**config.mk**
```make
export PLATFORM = sky130hd
export DESIGN_NAME = i2c_register_access_master
export DESIGN_NICKNAME = d
export VERILOG_FILES = /design/src/i2cra_pkg.sv /design/src/i2c_register_access_master.sv /design/src/i2cra_core.sv
export SDC_FILE = /design/constraint.sdc
export NUM_CORES = 1
export LEC_CHECK = 0
export ABC_AREA = 0
export BUFFER_PORTS_ARGS = -buffer_cell sky130_fd_sc_hd__buf_2
export CORE_MARGIN = 2
export CORE_UTILIZATION = 54
export DETAILED_ROUTE_END_ITERATION = 10
export MAX_ROUTING_LAYER = met4
export PLACE_DENSITY = 0.78
export SLEW_MARGIN = 10
export SYNTH_ARGS = -nofsm -noshare
export SYNTH_HDL_FRONTEND = slang
export SYNTH_SLANG_ARGS = --single-unit
```
**constraint.sdc**
```tcl
create_clock -name clk -period 6.15 [get_ports clk]
set_input_delay 0 -clock clk [delete_from_list [all_inputs] [get_ports clk]]
set_output_delay 0 -clock clk [all_outputs]
set_load 0.03 [all_outputs]
```
**src/i2cra_pkg.sv**
```systemverilog
// shared types and constants for the i2c register access master
package i2cra_pkg;

	// hold counter width and saturation limit
	localparam int WAIT_W = 16;
	localparam logic [32:0] WAIT_MAX = (33'd1 << WAIT_W) - 33'd1;

	// command codes carried on tuser
	localparam logic [1:0] OP_TICK  = 2'd0;
	localparam logic [1:0] OP_WRITE = 2'd1;
	localparam logic [1:0] OP_READ  = 2'd2;

	// configuration register indexes
	localparam logic [1:0] CFG_DEV_ADDR = 2'd0;
	localparam logic [1:0] CFG_HALF_PER = 2'd1;

	// reset values of the configuration registers
	localparam logic [6:0]  DEV_ADDR_RST = 7'd42;
	localparam logic [15:0] HALF_PER_RST = 16'd100;

	// byte positions within a transaction
	localparam logic [2:0] BYTE_ADDR_W  = 3'd0;
	localparam logic [2:0] BYTE_REG_HI  = 3'd1;
	localparam logic [2:0] BYTE_REG_LO  = 3'd2;
	localparam logic [2:0] BYTE_VAL_HI  = 3'd3;
	localparam logic [2:0] BYTE_VAL_LO  = 3'd4;
	localparam logic [2:0] BYTE_ADDR_R  = 3'd3;
	localparam logic [2:0] BYTE_RD_HI   = 3'd4;
	localparam logic [2:0] BYTE_RD_LO   = 3'd5;

	// bits per byte on the bus
	localparam logic [3:0] BITS_PER_BYTE = 4'd8;

	// bus sequencer phases
	typedef enum logic [4:0] {
		PH_IDLE         = 5'd0,
		PH_START_SDA_HI = 5'd1,
		PH_START_SCL_HI = 5'd2,
		PH_START_SDA_LO = 5'd3,
		PH_START_SCL_LO = 5'd4,
		PH_START_GAP    = 5'd5,
		PH_TX_DATA      = 5'd6,
		PH_TX_SCL_HI    = 5'd7,
		PH_TX_SCL_LO    = 5'd8,
		PH_TX_ACK_REL   = 5'd9,
		PH_TX_ACK_HI    = 5'd10,
		PH_TX_ACK_LO    = 5'd11,
		PH_RX_REL       = 5'd12,
		PH_RX_SCL_HI    = 5'd13,
		PH_RX_GAP       = 5'd14,
		PH_RX_SCL_LO    = 5'd15,
		PH_RX_ACK_DRV   = 5'd16,
		PH_RX_ACK_HI    = 5'd17,
		PH_RX_ACK_LO    = 5'd18,
		PH_RX_END       = 5'd19,
		PH_STOP_SDA_LO  = 5'd20,
		PH_STOP_SCL_HI  = 5'd21,
		PH_STOP_SDA_HI  = 5'd22,
		PH_STOP_GAP     = 5'd23,
		PH_FINISH       = 5'd24
	} phase_t;

	// one tick of input
	typedef struct packed {
		logic [1:0]  opcode;
		logic [15:0] reg_address;
		logic [15:0] write_value;
		logic        sda_sample;
	} tick_in_t;

	// one tick of result
	typedef struct packed {
		logic        scl_level;
		logic        sda_level;
		logic        busy_res;
		logic        done_res;
		logic        ack_ok;
		logic [15:0] read_word;
	} tick_res_t;

	// configuration seen by the sequencer
	typedef struct packed {
		logic [6:0]  device_address;
		logic [15:0] half_period_ticks;
	} cfg_t;

endpackage

```
**src/i2c_register_access_master.sv**
```systemverilog
// top level of the i2c register access master: stream ports, config and output register
//
// Each input word on the s_ group is one tick of the bus timebase. The block
// bit-bangs an open-drain I2C master: an opcode of write starts a 16-bit
// register write (start, address+W, register address, value, stop), an
// opcode of read starts a 16-bit register read (start, address+W, register
// address, repeated start, address+R, two bytes read, stop). Commands are
// taken only on a tick that begins idle; other ticks just advance the bus.
// Every input word produces exactly one output word on the m_ group with the
// pin levels, busy, done, ack status and read word for that tick.
// Each output word is registered and shows in the cycle after its input is accepted.
// One word per cycle unless m_tready stalls it, set by the sequencer's next-state pass.
// The output register is refilled in the cycle it is drained, so s_tready
// drops only while a result waits and m_tready is low.
// Configuration writes on cfg_ (index 0 device address, 1 half period ticks)
// are always ready and should be issued while idle.
// Reset puts the sequencer idle with both lines released, device address 42,
// half period 100, and empties the output register.
module i2c_register_access_master (
	input  logic        clk,
	input  logic        arst_n,
	input  logic        s_tvalid,
	output logic        s_tready,
	input  logic [39:0] s_tdata,  // reg_address[15:0], write_value[31:16], sda_sample[32]
	input  logic [1:0]  s_tuser,  // opcode[1:0]
	output logic        m_tvalid,
	input  logic        m_tready,
	output logic [23:0] m_tdata,  // scl_level[0], sda_level[1], busy_res[2], done_res[3],
	                              // ack_ok[4], read_word[20:5]
	input  logic        cfg_valid,
	output logic        cfg_ready,
	input  logic [1:0]  cfg_index,
	input  logic [15:0] cfg_data
);

	i2cra_pkg::cfg_t      cfg_q;
	i2cra_pkg::tick_in_t  tick_in;
	i2cra_pkg::tick_res_t tick_res;
	logic                 accept;
	logic                 m_tvalid_q;
	logic [23:0]          m_tdata_q;

	// handshake: take a word whenever the output register is free or draining
	assign s_tready = !m_tvalid_q || m_tready;
	assign accept = s_tvalid && s_tready;
	assign cfg_ready = 1'b1;

	// unpack the input word
	always_comb begin
		tick_in.opcode = s_tuser;
		tick_in.reg_address = s_tdata[15:0];
		tick_in.write_value = s_tdata[31:16];
		tick_in.sda_sample = s_tdata[32];
	end

	// configuration registers
	always_ff @(posedge clk or negedge arst_n) begin
		if (!arst_n) begin
			cfg_q.device_address <= i2cra_pkg::DEV_ADDR_RST;
			cfg_q.half_period_ticks <= i2cra_pkg::HALF_PER_RST;
		end else if (cfg_valid && cfg_ready) begin
			case (cfg_index)
				i2cra_pkg::CFG_DEV_ADDR: cfg_q.device_address <= cfg_data[6:0];
				i2cra_pkg::CFG_HALF_PER: cfg_q.half_period_ticks <= cfg_data;
				default: ;
			endcase
		end
	end

	// bus sequencer
	i2cra_core u_core (
		.clk      (clk),
		.arst_n   (arst_n),
		.step     (accept),
		.tick_in  (tick_in),
		.cfg      (cfg_q),
		.tick_res (tick_res)
	);

	// output register valid
	always_ff @(posedge clk or negedge arst_n) begin
		if (!arst_n) begin
			m_tvalid_q <= 1'b0;
		end else if (accept) begin
			m_tvalid_q <= 1'b1;
		end else if (m_tready) begin
			m_tvalid_q <= 1'b0;
		end
	end

	// output register payload
	always_ff @(posedge clk) begin
		if (accept) begin
			m_tdata_q <= {3'b000, tick_res.read_word, tick_res.ack_ok, tick_res.done_res,
				tick_res.busy_res, tick_res.sda_level, tick_res.scl_level};
		end
	end

	assign m_tvalid = m_tvalid_q;
	assign m_tdata = m_tdata_q;

endmodule

```
**src/i2cra_core.sv**
```systemverilog
// bus sequencer state and per-tick next-state logic
module i2cra_core (
	input  logic                  clk,
	input  logic                  arst_n,
	input  logic                  step,
	input  i2cra_pkg::tick_in_t   tick_in,
	input  i2cra_pkg::cfg_t       cfg,
	output i2cra_pkg::tick_res_t  tick_res
);

	typedef struct packed {
		i2cra_pkg::phase_t phase;
		logic [7:0]        shift_byte;
		logic [3:0]        bit_count;
	} item_sel_t;

	i2cra_pkg::phase_t phase_q, n_phase;
	logic [3:0]  bit_count_q, n_bit;
	logic [2:0]  byte_index_q, n_byte;
	logic [7:0]  shift_byte_q, n_shift;
	logic [i2cra_pkg::WAIT_W-1:0] wait_q, n_wait, wait_load;
	logic        ack_q, n_ack;
	logic        is_read_q, n_is_read;
	logic [15:0] held_addr_q, n_haddr;
	logic [15:0] held_val_q, n_hval;
	logic [15:0] rx_word_q, n_rx;
	logic        scl_q, n_scl;
	logic        sda_q, n_sda;
	logic        n_done;
	logic [15:0] hp_eff;
	logic [15:0] hp_m1;
	item_sel_t   nxt;

	// pick the next byte to send or receive
	function automatic item_sel_t next_item(input logic [2:0] n, input logic rd,
		input logic [6:0] dev, input logic [15:0] haddr, input logic [15:0] hval,
		input logic [7:0] cur_shift, input logic [3:0] cur_bit);
		item_sel_t r;
		logic [7:0] addr_w;
		addr_w = {dev, 1'b0};
		r.phase = i2cra_pkg::PH_TX_DATA;
		r.shift_byte = cur_shift;
		r.bit_count = 4'd0;
		if (n == i2cra_pkg::BYTE_ADDR_W) begin
			r.shift_byte = addr_w;
		end else if (n == i2cra_pkg::BYTE_REG_HI) begin
			r.shift_byte = haddr[15:8];
		end else if (n == i2cra_pkg::BYTE_REG_LO) begin
			r.shift_byte = haddr[7:0];
		end else if (!rd) begin
			if (n == i2cra_pkg::BYTE_VAL_HI) begin
				r.shift_byte = hval[15:8];
			end else if (n == i2cra_pkg::BYTE_VAL_LO) begin
				r.shift_byte = hval[7:0];
			end else begin
				r.phase = i2cra_pkg::PH_STOP_SDA_LO;
				r.bit_count = cur_bit;
			end
		end else begin
			if (n == i2cra_pkg::BYTE_ADDR_R) begin
				r.shift_byte = addr_w | 8'h01;
			end else if (n == i2cra_pkg::BYTE_RD_HI || n == i2cra_pkg::BYTE_RD_LO) begin
				r.shift_byte = 8'h00;
				r.phase = i2cra_pkg::PH_RX_REL;
			end else begin
				r.phase = i2cra_pkg::PH_STOP_SDA_LO;
				r.bit_count = cur_bit;
			end
		end
		return r;
	endfunction

	// hold length after a pin change, zero half period acts as one
	always_comb begin
		hp_eff = (cfg.half_period_ticks == 16'd0) ? 16'd1 : cfg.half_period_ticks;
		hp_m1 = hp_eff - 16'd1;
		if (33'(hp_m1) > i2cra_pkg::WAIT_MAX) begin
			wait_load = i2cra_pkg::WAIT_MAX[i2cra_pkg::WAIT_W-1:0];
		end else begin
			wait_load = i2cra_pkg::WAIT_W'(hp_m1);
		end
	end

	// next state of the sequencer for this tick
	always_comb begin
		n_phase = phase_q;
		n_bit = bit_count_q;
		n_byte = byte_index_q;
		n_shift = shift_byte_q;
		n_wait = wait_q;
		n_ack = ack_q;
		n_is_read = is_read_q;
		n_haddr = held_addr_q;
		n_hval = held_val_q;
		n_rx = rx_word_q;
		n_scl = scl_q;
		n_sda = sda_q;
		n_done = 1'b0;
		nxt = '0;

		// command accepted only when idle
		if (phase_q == i2cra_pkg::PH_IDLE &&
			(tick_in.opcode == i2cra_pkg::OP_WRITE || tick_in.opcode == i2cra_pkg::OP_READ)) begin
			n_is_read = (tick_in.opcode == i2cra_pkg::OP_READ);
			n_haddr = tick_in.reg_address;
			n_hval = tick_in.write_value;
			n_byte = 3'd0;
			n_bit = 4'd0;
			n_shift = 8'd0;
			n_ack = 1'b1;
			n_rx = 16'd0;
			n_wait = '0;
			n_phase = i2cra_pkg::PH_START_SDA_HI;
		end

		if (n_phase != i2cra_pkg::PH_IDLE) begin
			if (n_wait != '0) begin
				n_wait = n_wait - i2cra_pkg::WAIT_W'(1);
			end else begin
				n_wait = wait_load;
				case (n_phase)
					i2cra_pkg::PH_START_SDA_HI: begin
						n_sda = 1'b1; n_phase = i2cra_pkg::PH_START_SCL_HI;
					end
					i2cra_pkg::PH_START_SCL_HI: begin
						n_scl = 1'b1; n_phase = i2cra_pkg::PH_START_SDA_LO;
					end
					i2cra_pkg::PH_START_SDA_LO: begin
						n_sda = 1'b0; n_phase = i2cra_pkg::PH_START_SCL_LO;
					end
					i2cra_pkg::PH_START_SCL_LO: begin
						n_scl = 1'b0; n_phase = i2cra_pkg::PH_START_GAP;
					end
					i2cra_pkg::PH_START_GAP: begin
						nxt = next_item(n_byte, n_is_read, cfg.device_address, n_haddr,
							n_hval, n_shift, n_bit);
						n_phase = nxt.phase; n_shift = nxt.shift_byte; n_bit = nxt.bit_count;
					end
					i2cra_pkg::PH_TX_DATA: begin
						n_sda = n_shift[7]; n_phase = i2cra_pkg::PH_TX_SCL_HI;
					end
					i2cra_pkg::PH_TX_SCL_HI: begin
						n_scl = 1'b1; n_phase = i2cra_pkg::PH_TX_SCL_LO;
					end
					i2cra_pkg::PH_TX_SCL_LO: begin
						n_scl = 1'b0;
						n_shift = {n_shift[6:0], 1'b0};
						n_bit = n_bit + 4'd1;
						n_phase = (n_bit >= i2cra_pkg::BITS_PER_BYTE) ?
							i2cra_pkg::PH_TX_ACK_REL : i2cra_pkg::PH_TX_DATA;
					end
					i2cra_pkg::PH_TX_ACK_REL: begin
						n_sda = 1'b1; n_phase = i2cra_pkg::PH_TX_ACK_HI;
					end
					i2cra_pkg::PH_TX_ACK_HI: begin
						n_scl = 1'b1; n_phase = i2cra_pkg::PH_TX_ACK_LO;
					end
					i2cra_pkg::PH_TX_ACK_LO: begin
						if (tick_in.sda_sample) n_ack = 1'b0;
						n_scl = 1'b0;
						n_byte = n_byte + 3'd1;
						if (n_is_read && n_byte == i2cra_pkg::BYTE_ADDR_R) begin
							n_phase = i2cra_pkg::PH_START_SDA_HI;
						end else begin
							nxt = next_item(n_byte, n_is_read, cfg.device_address, n_haddr,
								n_hval, n_shift, n_bit);
							n_phase = nxt.phase; n_shift = nxt.shift_byte; n_bit = nxt.bit_count;
						end
					end
					i2cra_pkg::PH_RX_REL: begin
						n_sda = 1'b1; n_phase = i2cra_pkg::PH_RX_SCL_HI;
					end
					i2cra_pkg::PH_RX_SCL_HI: begin
						n_scl = 1'b1; n_phase = i2cra_pkg::PH_RX_GAP;
					end
					i2cra_pkg::PH_RX_GAP: begin
						n_phase = i2cra_pkg::PH_RX_SCL_LO;
					end
					i2cra_pkg::PH_RX_SCL_LO: begin
						n_shift = {n_shift[6:0], tick_in.sda_sample};
						n_scl = 1'b0;
						n_bit = n_bit + 4'd1;
						n_phase = (n_bit >= i2cra_pkg::BITS_PER_BYTE) ?
							i2cra_pkg::PH_RX_ACK_DRV : i2cra_pkg::PH_RX_SCL_HI;
					end
					i2cra_pkg::PH_RX_ACK_DRV: begin
						// ack the first byte, nack the second
						n_sda = (n_byte == i2cra_pkg::BYTE_RD_HI) ? 1'b0 : 1'b1;
						n_phase = i2cra_pkg::PH_RX_ACK_HI;
					end
					i2cra_pkg::PH_RX_ACK_HI: begin
						n_scl = 1'b1; n_phase = i2cra_pkg::PH_RX_ACK_LO;
					end
					i2cra_pkg::PH_RX_ACK_LO: begin
						n_scl = 1'b0; n_phase = i2cra_pkg::PH_RX_END;
					end
					i2cra_pkg::PH_RX_END: begin
						n_sda = 1'b1;
						if (n_byte == i2cra_pkg::BYTE_RD_HI) begin
							n_rx = {n_shift, n_rx[7:0]};
						end else begin
							n_rx = {n_rx[15:8], n_shift};
						end
						n_byte = n_byte + 3'd1;
						nxt = next_item(n_byte, n_is_read, cfg.device_address, n_haddr,
							n_hval, n_shift, n_bit);
						n_phase = nxt.phase; n_shift = nxt.shift_byte; n_bit = nxt.bit_count;
					end
					i2cra_pkg::PH_STOP_SDA_LO: begin
						n_sda = 1'b0; n_phase = i2cra_pkg::PH_STOP_SCL_HI;
					end
					i2cra_pkg::PH_STOP_SCL_HI: begin
						n_scl = 1'b1; n_phase = i2cra_pkg::PH_STOP_SDA_HI;
					end
					i2cra_pkg::PH_STOP_SDA_HI: begin
						n_sda = 1'b1; n_phase = i2cra_pkg::PH_STOP_GAP;
					end
					i2cra_pkg::PH_STOP_GAP: begin
						n_phase = i2cra_pkg::PH_FINISH;
					end
					i2cra_pkg::PH_FINISH: begin
						n_phase = i2cra_pkg::PH_IDLE;
						n_wait = '0;
						n_done = 1'b1;
					end
					default: begin
						// unknown phase code: back to idle, lines released
						n_phase = i2cra_pkg::PH_IDLE;
						n_scl = 1'b1;
						n_sda = 1'b1;
						n_wait = '0;
					end
				endcase
			end
		end
	end

	// result of this tick
	always_comb begin
		tick_res.scl_level = n_scl;
		tick_res.sda_level = n_sda;
		tick_res.busy_res = (n_phase != i2cra_pkg::PH_IDLE);
		tick_res.done_res = n_done;
		tick_res.ack_ok = n_done & n_ack;
		tick_res.read_word = (n_done && n_is_read) ? n_rx : 16'd0;
	end

	// sequencer state, advanced once per accepted tick
	always_ff @(posedge clk or negedge arst_n) begin
		if (!arst_n) begin
			phase_q <= i2cra_pkg::PH_IDLE;
			bit_count_q <= 4'd0;
			byte_index_q <= 3'd0;
			shift_byte_q <= 8'd0;
			wait_q <= '0;
			ack_q <= 1'b1;
			is_read_q <= 1'b0;
			held_addr_q <= 16'd0;
			held_val_q <= 16'd0;
			rx_word_q <= 16'd0;
			scl_q <= 1'b1;
			sda_q <= 1'b1;
		end else if (step) begin
			phase_q <= n_phase;
			bit_count_q <= n_bit;
			byte_index_q <= n_byte;
			shift_byte_q <= n_shift;
			wait_q <= n_wait;
			ack_q <= n_ack;
			is_read_q <= n_is_read;
			held_addr_q <= n_haddr;
			held_val_q <= n_hval;
			rx_word_q <= n_rx;
			scl_q <= n_scl;
			sda_q <= n_sda;
		end
	end

endmodule

```
## Word level (Yosys, flattened, before mapping)

Index checks and enable logic that the tools add are counted.

| word-level totals | value |
|---|---|
| memories kept | 0 |
| bits of input ports | 65 |
| latch bits | 0 |
| bits in read-only memories | 0 |
| output and inout bits | 27 |
| RAM bits | 0 |
| word-level logic and storage cells | 182 |
| register bits | 133 |

| cells by class | value |
|---|---|
| eq/ne operators | 37 |
| reduce and logical (&&, ||, !) cells | 27 |
| multipliers | 0 |
| shift operators | 0 |
| $lt $le $gt $ge | 1 |
| mux-type cells | 95 |
| divide/modulo/power cells | 0 |
| bitwise logic cells | 1 |
| $add $sub $neg | 4 |

Operator list:

| cell | count |
|---|---|
| 2-to-1 mux 16 bit | 12 |
| 2-to-1 mux 8 bit | 18 |
| one-hot mux 5 bit (23 select lines) | 1 |
| 2-to-1 mux 5 bit | 19 |
| 2-to-1 mux 4 bit | 19 |
| == test 5 bit (second input constant) | 9 |
| == test 5 x 4 -> 1 bit (second input constant) | 8 |
| one-hot mux 8 bit (5 select lines) | 1 |
| 2-to-1 mux 17 bit | 2 |
| subtractor 16 x 1 -> 16 bit (second input constant) | 2 |
| OR reduction 23 bit | 1 |
| == test 5 x 3 -> 1 bit (second input constant) | 4 |
| logical NOT 16 bit | 1 |
| 2-to-1 mux 1 bit | 16 |
| one-hot mux 4 bit (4 select lines) | 1 |
| nonzero test 16 bit | 1 |
| OR reduction 15 bit | 1 |
| OR reduction 13 bit | 1 |
| == test 3 x 2 -> 1 bit (second input constant) | 4 |
| == test 3 bit (second input constant) | 4 |
| 2-to-1 mux 3 bit | 4 |
| == test 5 x 2 -> 1 bit (second input constant) | 2 |
| nonzero test 5 bit | 2 |
| == test 3 x 1 -> 1 bit (second input constant) | 2 |
| other kinds (19) | 30 |

## Depth between registers and ports, before layout

| depth | value |
|---|---|
| word-level depth | 18 |
| gate-level depth with buffers | 19 |

## Cells and area by module

A second synthesis with hierarchy kept.

| unflattened totals | value |
|---|---|
| cells, all modules | 974 |
| area total of the unflattened synthesis | 9103.7 µm² |

Modules (own cells, without submodules):

| module | area an instance (µm²) | seq. area each (µm²) | cells each | times used |
|---|---|---|---|---|
| i2cra_core | 7462.2 | 2205.9 | 894 | 1 |
| i2c_register_access_master | 1641.6 | 1238.7 | 80 | 1 |

## Worst setup path before layout

No wires, ideal clock.

| timing path | value |
|---|---|
| path kind | reg-to-reg |
| start | reg u_core.phase_q[1] |
| end | reg u_core.shift_byte_q[7] |
| cell stages (with the launch flop) | 19 |
| path slack | 1901 ps |
| path buffers | 5 |
| data arrival time | 4125 ps |
| cells stage by stage | dfrtp_1 buf_2 nor4_4 nand2_2 clkbuf_1 clkbuf_1 clkbuf_1 nand2_1 inv_1 ha_1 ha_1 nand2b_1 clkbuf_1 mux2_2 a221o_1 a211o_1 a31oi_1 o221a_2 o21ai_1 |

| on the way | value |
|---|---|
| longest elaborated chain between the ends | 16 |
| elaborated cells on any way between the ends | 52 |

RTL lines:

| item | line | text |
|---|---|---|
| from (decl) | i2cra_core.sv:17 | `i2cra_pkg::phase_t phase_q, n_phase;` |
| from (signal assigned) | i2cra_core.sv:251 | `phase_q <= i2cra_pkg::PH_IDLE;` |
| from (signal assigned) | i2cra_core.sv:264 | `phase_q <= n_phase;` |
| logical NOT 5 bit | i2cra_core.sv:102 | `if (phase_q == i2cra_pkg::PH_IDLE &&` |
| logical AND 1 bit | i2cra_core.sv:102 |  |
| 2-to-1 mux 3 bit | i2cra_core.sv:102 |  |
| adder 3 x 1 -> 3 bit | i2cra_core.sv:161, i2cra_core.sv:204 |  |
| == test 3 bit (on tied branches) | i2cra_core.sv:53, i2cra_core.sv:62 |  |
| logical OR 1 bit | i2cra_core.sv:62 | `end else if (n == i2cra_pkg::BYTE_RD_HI \|\| n == i2cra_pkg::BYTE_RD_LO) begin` |
| 2-to-1 mux 8 bit | i2cra_core.sv:62 |  |
| 2-to-1 mux 8 bit | i2cra_core.sv:60 | `if (n == i2cra_pkg::BYTE_ADDR_R) begin` |
| 2-to-1 mux 17 bit | i2cra_core.sv:50 | `end else if (!rd) begin` |
| 2-to-1 mux 8 bit | i2cra_core.sv:48 | `end else if (n == i2cra_pkg::BYTE_REG_LO) begin` |
| 2-to-1 mux 8 bit | i2cra_core.sv:46 | `end else if (n == i2cra_pkg::BYTE_REG_HI) begin` |
| 2-to-1 mux 8 bit | i2cra_core.sv:44 | `if (n == i2cra_pkg::BYTE_ADDR_W) begin` |
| 2-to-1 mux 8 bit | i2cra_core.sv:162 | `if (n_is_read && n_byte == i2cra_pkg::BYTE_ADDR_R) begin` |
| one-hot mux 8 bit (5 select lines) | i2cra_core.sv:121 | `case (n_phase)` |
| 2-to-1 mux 8 bit | i2cra_core.sv:117 | `if (n_wait != '0) begin` |
| 2-to-1 mux 8 bit (*) | i2cra_core.sv:116 | `if (n_phase != i2cra_pkg::PH_IDLE) begin` |
| to (signal assigned) | i2cra_core.sv:267 | `shift_byte_q <= n_shift;` |
| to (decl) | i2cra_core.sv:20 | `logic [7:0] shift_byte_q, n_shift;` |

Mark *: on every way between the ends. The rest lies on a longest branch, timed or not.
A chain may end at the register's enable or synchronous reset.

## Worst setup path in the final report

| timing path | value |
|---|---|
| start | reg u_core.phase_q[4] |
| end | reg u_core.shift_byte_q[7] |

Same word-level chain as after synthesis.

==> summary.md <==
| Metric | Value |
|---|---|
| Vias in the first global route | `8,133` |
| Crit end category | `flop` |
| CP top delay family | `simple AND/OR/NAND/NOR gates` |
| CP Launch Point | `u_core.phase_q[4]$_DFFE_PN0P_` |
| Hold_sp | `cfg_index[1]` |
| Largest net degree at the start of global routing | `74` |
| DR iter-0 viols | `1,205` |
| Crit path kind | `flop to flop` |
| Max Slew Vio Count | `0` |
| Pre-Repair DR Iteration Count | `7` |
| Clock sink total | `133` |
| Initial Utilization | `0.547` |
| Worst flop-to-flop path endpoint | `u_core.shift_byte_q[7]$_DFFE_PN0P_` |
| Worst setup margin | `1.70 ns` |
| Slew Limit Headroom | `0.267` |
| Max FO, Critical Path | `17` |
| Antenna violations before repair | `0` |
| VDD IR max | `0.199 mV` |
| Top-area cell type share of the netlist area | `0.286` |
| Post-synth EDFFs | `21` |
| Die height | `133 µm` |
| Root buf cell | `clkbuf_16` |
| Tot GR Track Use | `0.351` |
| Area after DPL | `9480 µm²` |
| CTS resizes | `0` |
| Max-Cap Viols | `0` |
| Worst setup endpoint | `u_core.shift_byte_q[7]$_DFFE_PN0P_` |
| Top cells by area, synth | `dfrtp_1 29%, mux2_2 7.5%, edfxtp_1 7.0%, nand2_1 5.1%, o21ai_0 3.8%` |
| Period utilisation layout | `0.724` |
| Comb pwr share | `0.191` |
| Post-synthesis sequential area ratio | `0.382` |
| Leak | `4.34 nW` |
| Max frequency | `225 MHz` |
| Post-DR vias/cell | `6.65` |
| CP Buf/Inv Count | `1` |
| P_int | `1.83 mW` |
| Design Power | `2.68 mW` |
| RR Startpoint | `u_core.phase_q[4]$_DFFE_PN0P_` |
| Worst-margin pin slew | `1.10 ns` |
| Worst-path cell chain | `nor2_1 > nand2_2 > nand2_1 > inv_1 > ha_1 > ha_1 > nand2b_1 > mux2_2 > a221o_1 > a211o_1 > a31oi_1 > o221a_2 > o21ai_1` |
| Cell Area, Synth | `9010 µm²` |
| Final hold violation count | `0` |
| CTS H-tree lvls | `4` |
| Wire length per cell | `22.5 µm` |
| IO buf count | `80` |
| Num CTS Buffers | `17` |
| Routability congestion estimate | `1.03` |
| Post-CTS Setup Inserts | `0` |
| RSZ-0062 raised after global routing | `false` |
| Yosys cell types | `91` |
| R2R Setup Slk | `1.70 ns` |
| Finished Cell Area | `10,600 µm²` |
| Final setup vio count | `0` |
| GR Overflow Total | `0` |
| Post-synth top area cell | `dfrtp_1` |
| Clock Skews | `0.0138 ns` |
| Row count | `47` |
| Slowest stage delay, CP | `0.84 ns` |
| R2R depth | `13` |
| Final #Nets | `1,174` |
| Post-route DRC | `0` |
| Clock network fraction of design power | `0.399` |
| Switching Fraction | `0.318` |
| Final Critical Period | `4.45 ns` |
| Dpl hpwl | `19,900 µm` |
| Core Footprint | `16,500 µm²` |
| First-pass GRT wire length | `46,400 µm` |
| Sw power | `853 µW` |
| Place WS | `1.68 ns` |
| ANT cells | `0` |
| Worst path slowest cell | `nor2_1` |
| Routed via count | `8,861` |
| Area Overhead vs Synth | `17.7%` |
| Worst-Skew Late Latency | `0.44 ns` |
| CP arrival | `4.76 ns` |
| Ys async rst share | `0.842` |
| Crit start category | `flop` |
| Primary FF master, synth | `dfrtp_1` |
| Antenna viol nets, final | `0` |
| Seq pwr share | `0.410` |
| Worst path required time | `6.45 ns` |
| PwrDens | `253 nW/µm²` |
| Syn_area_per_cell | `8.97 µm²` |
| Fraction of layout cells with a size suffix above 1 | `0.207` |
| Die area | `17,700 µm²` |
| Setup_tns | `0 ns` |
| FF+latch count, synth | `133` |
| Die X | `133 µm` |
| CTS tree | `yes` |
| Post-synthesis cell count | `1,004` |
| Status | `complete, no violations` |
| Clk buf depth | `2` |
| Hold Crit Class | `input port to flop` |
| Post-Route WL | `30,000 µm` |
| Ys Warns | `0` |
| Cell mode on critical path | `ha_1` |
| Top Ports | `92` |
| Clock Pin Slew Worst Setup and Hold Paths | `0.06 ns` |
| Critical path depth | `13` |
area by class of cell:
type | instances | area [µm²]
clock inverter | 14 | 175
timing repair buffer | 150 | 1060
inverter | 18 | 67.6
multi-input combinational | 779 | 5160
fill | 1371 | 5860
sequential | 133 | 3440
tap | 220 | 275
clock buffer | 18 | 429
routing by layer:
layer	track usage	vias up	part of all wire
met2	0.510	565	0.44
met5	-	-	0
met4	0.134	0	0.036
met1	0.486	4223	0.42
li1	-	3976	-
met3	0.0723	97	0.097
placed cells by master, fill, tap and decap left out, types with 8 or more instances in the layout:
cell type,netlist,layout
nand2_1,122,122
dfrtp_1,103,103
buf_2,13,79
o21ai_0,69,69
a21oi_1,68,68
nor2_1,63,61
mux2_2,60,60
dlygate4sd3_1,0,52
nor3_1,36,36
mux2i_1,27,27
a31oi_1,23,23
nand3_1,22,22
edfxtp_1,21,21
buf_4,6,19
inv_1,17,17
a22o_1,17,17
clkbuf_16,0,17
xnor2_1,14,14
o211ai_1,14,14
a211oi_1,12,12
o22ai_1,12,12
nor4_1,10,10
a32o_1,10,10
ha_1,10,10
dfstp_2,9,9
or4_1,8,8
nand2b_1,8,8
a32oi_1,8,8
o31ai_1,8,8
cell usage after synthesis (6+ instances only):
cell       number
a32oi_1         8
a221oi_1        7
clkbuf_1       48
buf_2          13
edfxtp_1       21
o21ai_0        69
and2_1          7
nand4_1         7
and3_1          7
xnor2_1        14
mux2i_1        27
inv_1          17
a21oi_1        68
a211oi_1       12
or4_1           8
o31ai_1         8
dfstp_2         9
nor4_1         10
dfrtp_1       103
o211ai_1       14
nor2_1         63
nor3_1         36
o2111ai_1       7
ha_1           10
a22o_1         17
o22ai_1        12
nand2_1       122
mux2_2         60
nand3_1        22
a32o_1         10
a31oi_1        23
nand2b_1        8
buf_4           6
a22oi_1         7
power groups by stage:
stage,logic [mW],clock network [mW],registers (mW)
2_1_floorplan,0.329,0,1.08
3_3_place_gp,0.462,0,1.10
3_5_place_dp,0.471,0,1.11
4_1_cts,0.499,1.07,1.09
5_1_grt,0.557,1.11,1.11
6_report,0.513,1.07,1.10
worst register-to-register path: cells and delay by family, from the launching register on:
kind	cells	cell delay, ns
AOI/OAI and AO/OA	5	0.96
buffers and inverters	1	0.09
and+or+nand+nor	4	1.69
DFF	1	0.38
muxes	1	0.39
adders and majority gates	2	0.81
repair_timing:
action,in CTS,in global routing
endpoints found under the setup margin,0,0
hold buffers,52,0
hold endpoints to repair,122,0
worst min-delay path by stage:
stage                            endpoint  slack [ns]  cells past startpoint
floorplan            cfg_q[0]$_DFFE_PN0P_       -0.30                      0
global placement     cfg_q[8]$_DFFE_PN0P_        0.20                      1
detailed placement  cfg_q[18]$_DFFE_PN0P_        0.19                      1
CTS                 cfg_q[21]$_DFFE_PN1P_        0.07                      3
global route        cfg_q[21]$_DFFE_PN1P_        0.09                      3
finish              cfg_q[19]$_DFFE_PN1P_        0.08                      3
stage by stage:
step	cells	util	hold WS [ns]
6_report	1332	0.644	0.0769
3_3_place_gp	1248	0.576	0.199
5_1_grt	1332	0.644	0.0886
3_5_place_dp	1248	0.576	0.194
4_1_cts	1332	0.644	0.0732
2_1_floorplan	1006	-	-0.296
logic make-up (layout without fill, tap and decap cells):
kind of cell             count (synthesis)  after routing  synth area share
AO/OA/AOI/OAI                          326            326             0.249
XOR/XNOR                                18             18            0.0175
adder cells (fa/ha/maj)                 10             10            0.0139
buffers and inverters                   94            200            0.0472
flip-flops                             133            133             0.382
multiplexers                            88             88             0.106
other                                    2              4          0.000834
AND/OR/NAND/NOR                        333            333             0.183
registers in the layout, summed over array words and instances, names as in the netlist, 5 cells and up:
name and flops:
u_core.held_val_q 16, u_core.shift_byte_q 8, u_core.phase_q 5, m_tdata 21, cfg_q 23, u_core.rx_word_q 16, u_core.wait_q 16, u_core.held_addr_q 16
(Power assumes the default switching activity.)
